<file path="config.mk">
export PLATFORM = sky130hd
export DESIGN_NAME = ioa_cell
export DESIGN_NICKNAME = d
export VERILOG_FILES = /design/src/rtl/assert_macros.svh /design/src/rtl/ioa_pkg.sv /design/src/rtl/ioa_cell.sv
export SDC_FILE = /design/constraint.sdc
export NUM_CORES = 1
export LEC_CHECK = 0
export ABC_AREA = 1
export BUFFER_PORTS_ARGS = -buffer_cell sky130_fd_sc_hd__buf_2
export CORE_UTILIZATION = 30
export CTS_CLUSTER_SIZE = 14
export DETAILED_ROUTE_END_ITERATION = 12
export PLACE_DENSITY = 0.49
export SYNTH_ARGS = -nofsm -noshare
export SYNTH_HDL_FRONTEND = slang
export SYNTH_SLANG_ARGS = --single-unit
</file>
<file path="constraint.sdc">
create_clock -name clk -period 9.6 [get_ports clk]
set_input_delay 0.48 -clock clk [delete_from_list [all_inputs] [get_ports clk]]
set_output_delay 0.48 -clock clk [all_outputs]
set_load 0.01 [all_outputs]
</file>
<file path="src/rtl/assert_macros.svh">
// Assertion macros for the RTL of the interval overlap admission block.
// Clocked, reset-qualified property checks; empty when SYNTHESIS is defined.
`ifndef ASSERT_MACROS_SVH
`define ASSERT_MACROS_SVH
`ifndef SYNTHESIS
// check a condition at every clock edge outside reset
`define IOA_ASSERT(lbl, clk, rst, prop, msg) \
  lbl: assert property (@(posedge clk) disable iff (rst) (prop)) else $error(msg);
// check that a condition in one cycle is followed by another in the next
`define IOA_ASSERT_NEXT(lbl, clk, rst, ante, cons, msg) \
  lbl: assert property (@(posedge clk) disable iff (rst) (ante) |=> (cons)) else $error(msg);
`else
`define IOA_ASSERT(lbl, clk, rst, prop, msg)
`define IOA_ASSERT_NEXT(lbl, clk, rst, ante, cons, msg)
`endif
`endif

</file>
<file path="src/rtl/ioa_pkg.sv">
// Package for the interval overlap admission block: widths, codes, token types.
// No dependencies; used by the request and config interfaces, the cell and the top level.
package ioa_pkg;

  localparam int VAL_W             = 16;
  localparam int LIMIT_W           = 7;
  localparam int MAX_INTERVALS_DEF = 32;
  localparam logic [LIMIT_W-1:0] LIMIT_RST = 7'd3;

  // request codes
  localparam logic FUNC_INSERT = 1'b0;
  localparam logic FUNC_QUERY  = 1'b1;

  // sweep phase carried by the token
  typedef enum logic [6:0] {
    PH_SEEK_S = 7'b000_0001,  // insert: pass entries below the new start
    PH_EMIT_S = 7'b000_0010,  // insert: end already placed, place the start
    PH_SEEK_E = 7'b000_0100,  // insert: pass entries up to the new end
    PH_COPY   = 7'b000_1000,  // insert: shift the rest of the table
    PH_Q1     = 7'b001_0000,  // query: count entries below the query start
    PH_Q2     = 7'b010_0000,  // query: count and check up to the query end
    PH_DONE   = 7'b100_0000   // nothing left to do
  } phase_t;

  typedef struct packed {
    logic [VAL_W-1:0] value;
    logic             is_end;
  } entry_t;

  // token handed from cell to cell
  typedef struct packed {
    logic       valid;
    phase_t     phase;
    entry_t     q0;     // displaced entries still to be written, oldest first
    entry_t     q1;
    logic [1:0] qcnt;
    logic       ok;     // query answer so far
  } tok_t;

endpackage

</file>
<file path="src/rtl/ioa_cell.sv">
// One table cell: holds one endpoint and processes the token passing through.
// Depends on ioa_pkg for the entry and token types.
module ioa_cell #(
  parameter int DEPTH = 2 * ioa_pkg::MAX_INTERVALS_DEF,
  parameter int IDX   = 0
) (
  input  logic                                  clk,
  input  logic                                  rst,
  input  logic [$clog2(DEPTH+1)-1:0]            n,
  input  logic [ioa_pkg::LIMIT_W-1:0]           limit,
  input  logic [ioa_pkg::VAL_W-1:0]             sp,
  input  logic [ioa_pkg::VAL_W-1:0]             ep,
  input  ioa_pkg::tok_t                         tok_in,
  input  logic signed [$clog2(DEPTH+1):0]       cnt_in,
  output ioa_pkg::tok_t                         tok_out,
  output logic signed [$clog2(DEPTH+1):0]       cnt_out
);
  import ioa_pkg::*;

  localparam int N_W = $clog2(DEPTH + 1);
  localparam int CW  = N_W + 1;
  localparam int LW  = (CW > LIMIT_W) ? CW + 1 : LIMIT_W + 1;

  entry_t           entry;
  logic             occ;
  logic             avail;
  entry_t           x;
  entry_t           l0, l1, l2;
  logic [1:0]       len;
  logic             emit_x, emit_s, emit_e;
  logic             ins_ph;
  entry_t           e_out;
  logic signed [CW-1:0] cnt_step;
  logic             hit;
  tok_t             tok_nx;
  logic signed [CW-1:0] cnt_nx;

  // occupancy and the next entry of the old order
  assign occ   = (N_W'(IDX) < n);
  assign avail = (tok_in.qcnt != 2'd0) || occ;
  assign x     = (tok_in.qcnt != 2'd0) ? tok_in.q0 : entry;

  // pending list: queued entries followed by this cell's own entry
  assign l0  = (tok_in.qcnt != 2'd0) ? tok_in.q0 : entry;
  assign l1  = (tok_in.qcnt == 2'd2) ? tok_in.q1 : entry;
  assign l2  = entry;
  assign len = tok_in.qcnt + {1'b0, occ};

  // running overlap count for queries
  assign cnt_step = entry.is_end ? (cnt_in - CW'(1)) : (cnt_in + CW'(1));
  assign hit = !cnt_step[CW-1] &&
               (LW'($unsigned(cnt_step)) == LW'(limit));

  // phase step
  always_comb begin
    tok_nx = tok_in;
    cnt_nx = cnt_in;
    emit_x = 1'b0;
    emit_s = 1'b0;
    emit_e = 1'b0;
    ins_ph = 1'b0;
    unique case (tok_in.phase) inside
      PH_SEEK_S: begin
        ins_ph = 1'b1;
        if (avail && (x.value < sp)) begin
          emit_x = 1'b1;
        end else if (ep < sp) begin
          emit_e = 1'b1;
          tok_nx.phase = PH_EMIT_S;
        end else begin
          emit_s = 1'b1;
          tok_nx.phase = PH_SEEK_E;
        end
      end
      PH_EMIT_S: begin
        ins_ph = 1'b1;
        emit_s = 1'b1;
        tok_nx.phase = PH_COPY;
      end
      PH_SEEK_E: begin
        ins_ph = 1'b1;
        if (avail && (x.value <= ep)) begin
          emit_x = 1'b1;
        end else begin
          emit_e = 1'b1;
          tok_nx.phase = PH_COPY;
        end
      end
      PH_COPY: begin
        ins_ph = 1'b1;
        emit_x = avail;
      end
      PH_Q1, PH_Q2: begin
        if ((tok_in.phase == PH_Q1) && occ && (entry.value < sp)) begin
          cnt_nx = cnt_step;
        end else if (occ && (entry.value <= ep)) begin
          cnt_nx = cnt_step;
          if (hit) begin
            tok_nx.ok    = 1'b0;
            tok_nx.phase = PH_DONE;
          end else begin
            tok_nx.phase = PH_Q2;
          end
        end else begin
          tok_nx.phase = PH_DONE;
        end
      end
      PH_DONE: begin
        tok_nx.phase = PH_DONE;
      end
      default: begin
        tok_nx.phase = PH_DONE;
      end
    endcase

    // queue of displaced entries during an insert
    if (ins_ph) begin
      if (emit_x) begin
        tok_nx.q0   = l1;
        tok_nx.q1   = l2;
        tok_nx.qcnt = len - 2'd1;
      end else begin
        tok_nx.q0   = l0;
        tok_nx.q1   = l1;
        tok_nx.qcnt = len;
      end
    end
  end

  // entry written into this cell
  always_comb begin
    if (emit_x) begin
      e_out = x;
    end else if (emit_s) begin
      e_out = '{value: sp, is_end: 1'b0};
    end else begin
      e_out = '{value: ep, is_end: 1'b1};
    end
  end

  // stored endpoint
  always_ff @(posedge clk) begin
    if (tok_in.valid && (emit_x || emit_s || emit_e)) begin
      entry <= e_out;
    end
  end

  // token register toward the next cell
  always_ff @(posedge clk) begin
    if (rst) begin
      tok_out.valid <= 1'b0;
    end else begin
      tok_out <= tok_nx;
    end
  end

  always_ff @(posedge clk) begin
    cnt_out <= cnt_nx;
  end

endmodule

</file>
==> impl_metrics.csv <==
group,metric,value,unit
status,status,"finished clean",
sta,period_needed,4.78,ns
worst_setup_path,worstSetupPathType,"primary input to flop",
power,sw_frac_of_total,28.6,%
global_route,grt_pass1_vias,5587,
synth,syn_area,0.00643,sq mm
worst_setup_path,rrSetupSlack,4.89,ns
global_route,grt.total_usage,18.6,%
worst_setup_path,reg2reg_from,"entry[16]",
synth,yosysMostFrequentCell,"nand2_1",
global_route,overflow,0,
drt,via_count,6332,
power,power,0.916,mW
power,ir_worst_vdd,0.0707,mV
floorplanning,die_h,148,um
layout,diodes,0,
floorplanning,die_area,0.0220,sq mm
global_route,grt_max_degree,70,
synth,ys_seq_area_share,31.3,%
worst_setup_path,setup.worst_path.end_class,"flop",
worst_setup_path,r2r-end,"entry[7]",
sta,slew_headroom,21.0,%
drt,routed_wl,20600,um
worst_setup_path,worstPathCellList,"buf_2 > inv_1 > nand2_4 > o21ai_0 > ha_1 > a21oi_1 > o21a_1 > nand2_1 > nor2_1 > nand3_4 > nand2_4 > nor2_1 > a21oi_1 > buf_4",
cts,cts_tree,"yes",
sta,hold_violations,0,
worst_setup_path,critPathBufInv,3,
sta,report.final.slew_viol_count,0,
floorplanning,io_pins,154,
global_route,grt_pass1_wl,31300,um
sta,post-route-period-util,49.8,%
layout,drive_gt1_share,18.2,%
synth,ys_seq_elements,70,
layout,final_cells,1309,
sta,setup_viol,0,
floorplanning,initial_utilization,30.6,%
cts,holdBufCountCts,0,
synth,synth_top_cell_by_area,"edfxtp_1",
cts,cts-root-buf,"clkbuf_16",
synth,synthMuxAreaShare,0,%
cts,cts_setup_buffers,0,
synth,synth_compound_area_share,9.64,%
cts,numClockSinks,70,
cts,htreeDepth,3,
worst_setup_path,arrival,4.81,ns
power,clkPwrFrac,39.0,%
sta,finalSetupTns,0,ns
worst_setup_path,worstPathRequired,9.64,ns
place,io_buffers,153,
synth,ys_types,41,
synth,synth_fa_ha_area_share,16.7,%
drt,first_pass_iters,7,
cts,clockBufferDepth,2,
drt,first_iter_violations,505,
power,combPwrFrac,22.4,%
synth,synth_top_area_share,28.5,%
place,dp.cells,1293,
synth,synthSimpleGateAreaFrac,32.1,%
synth,synth-edff-count,61,
worst_setup_path,cp-startpoint,"tok_in[1]",
synth,syn_inst,888,
cts,clock_latency,0.34,ns
layout,syn_to_final_growth,20.3,%
drt,drc_errors,0,
floorplanning,core,0.0210,sq mm
floorplanning,die_w,148,um
power,power_density,118,mW/mm^2
sta,grt_setup_unrepaired,"false",
drt,wire_per_inst,15.8,um
synth,synth_xor_area_share,1.60,%
synth,synth_nets,1074,
run,maxCapViolations,0,
drt,ant_nets,0,
power,intPower,0.653,mW
layout,fillers,2290,
cts,cts.repair.resized,0,
place,dp_hpwl,16300,um
worst_setup_path,path_depth,14,
worst_setup_path,slowest_stage,"a21oi_1",
sta,worstMarginPinSlew,1.19,ns
place,gp_congestion,0.864,
layout,fin_nets,1215,
sta,finClkSkew,0.00885,ns
synth,synth_top_family_by_area,"simple AND/OR/NAND/NOR gates",
worst_setup_path,start_kind,"primary input",
worst_setup_path,critical-path-top-delay-family,"compound AO/OA/AOI/OAI gates",
power,pwr-share-seq,38.6,%
min_path,hp-class,"primary input to flop",
synth,synthTopCellsByArea,"edfxtp_1 28%, nand2_1 17%, ha_1 16%",
synth,async_flop_share,0,%
layout,final_util,36.8,%
min_path,whs_path_depth,2,
floorplanning,fp-row-count,53,
sta,setup_ws,4.82,ns
power,p_switching,0.262,mW
cts,clkTransAtPathRegs,0.06,ns
synth,synth_ff_type,"edfxtp_1",
worst_setup_path,crit_path_max_fanout,69,
power,p_leak,3.98,nW
synth,synth.avg_cell_area,7.24,sq um
global_route,antenna_found_initial,0,
sta,fmax,0.209,GHz
worst_setup_path,reg2reg_depth,12,
worst_setup_path,endpoint,"entry[7]",
drt,viasPerCell,4.84,
synth,yosys_warnings,0,
worst_setup_path,max_stage_delay,0.92,ns
cts,cts_buffers,9,
synth,synth_top_cells_by_count,"287 x nand2_1, 108 x inv_1, 94 x nand3_1",
place,pre_cts_ws,4.50,ns
final cells by class:
type	count	area, sq um	area share (%)
multi-input combinational	680	3850	49.9
sequential	70	2010	26.0
timing repair buffer	156	788	10.2
inverter	112	420	5.44
tap	275	344	4.45
clock buffer	9	225	2.91
clock inverter	7	87.6	1.13
registers in the layout, summed over array words and instances, names as in the netlist:
signal	cells
cnt_out	8
entry	17
tok_out	45
worst register-to-register path: cells and delay by family (launching register included):
kind / cells / cell delay (ns)
AO/OA/AOI/OAI: 4 / 1.80
flip-flops: 1 / 0.44
buffers and inverters: 2 / 0.45
AND/OR/NAND/NOR: 5 / 1.34
adder cells (fa/ha/maj): 1 / 0.39
power groups by stage:
stage          clock, mW  combinational (mW)  sequential [mW]
2_1_floorplan          0               0.121            0.366
3_3_place_gp           0               0.205            0.360
3_5_place_dp           0               0.205            0.360
4_1_cts            0.363               0.206            0.354
5_1_grt            0.373               0.233            0.355
6_report           0.357               0.205            0.353
metal layers:
layer	vias to the layer above	GRT usage [%]	wire length (um)
met2	199	28.3	8850
met3	15	2.58	1200
met1	2874	27.7	10300
met4	0	4.33	254
li1	3244	-	-
met5	-	0	0
metrics by stage:
stage | hold WS (ns) | area [sq um]
floorplan | 0.552 | 6430
global placement | 0.670 | 7420
detailed placement | 0.669 | 7420
CTS | 0.315 | 7730
global route | 0.328 | 7730
finish | 0.324 | 7730
cells in the final DEF, fill, tap and decap left out, drive strengths merged, types with 16 or more instances in the layout:
cell / instances
ha: 84
nand3: 96
buf: 156
edfxtp: 61
nand4: 16
inv: 113
nand2: 293
o21ai: 61
nor2: 43
a21oi: 43
cells by family after synthesis:
group,count (synthesis)
adder cells (fa/ha/maj),85
flip-flops,70
AO/OA/AOI/OAI,117
XOR/XNOR,10
AND/OR/NAND/NOR,468
buffers and inverters,138
worst min path at each step:
stage	startpoint	endpoint	slack (ns)
6_report	rst	tok_out[44]	0.32
5_1_grt	rst	tok_out[44]	0.33
4_1_cts	rst	tok_out[44]	0.32
3_5_place_dp	rst	tok_out[44]	0.67
3_3_place_gp	rst	tok_out[44]	0.67
2_1_floorplan	rst	tok_out[44]	0.55
No activity file was read; power rests on OpenSTA's default activity.
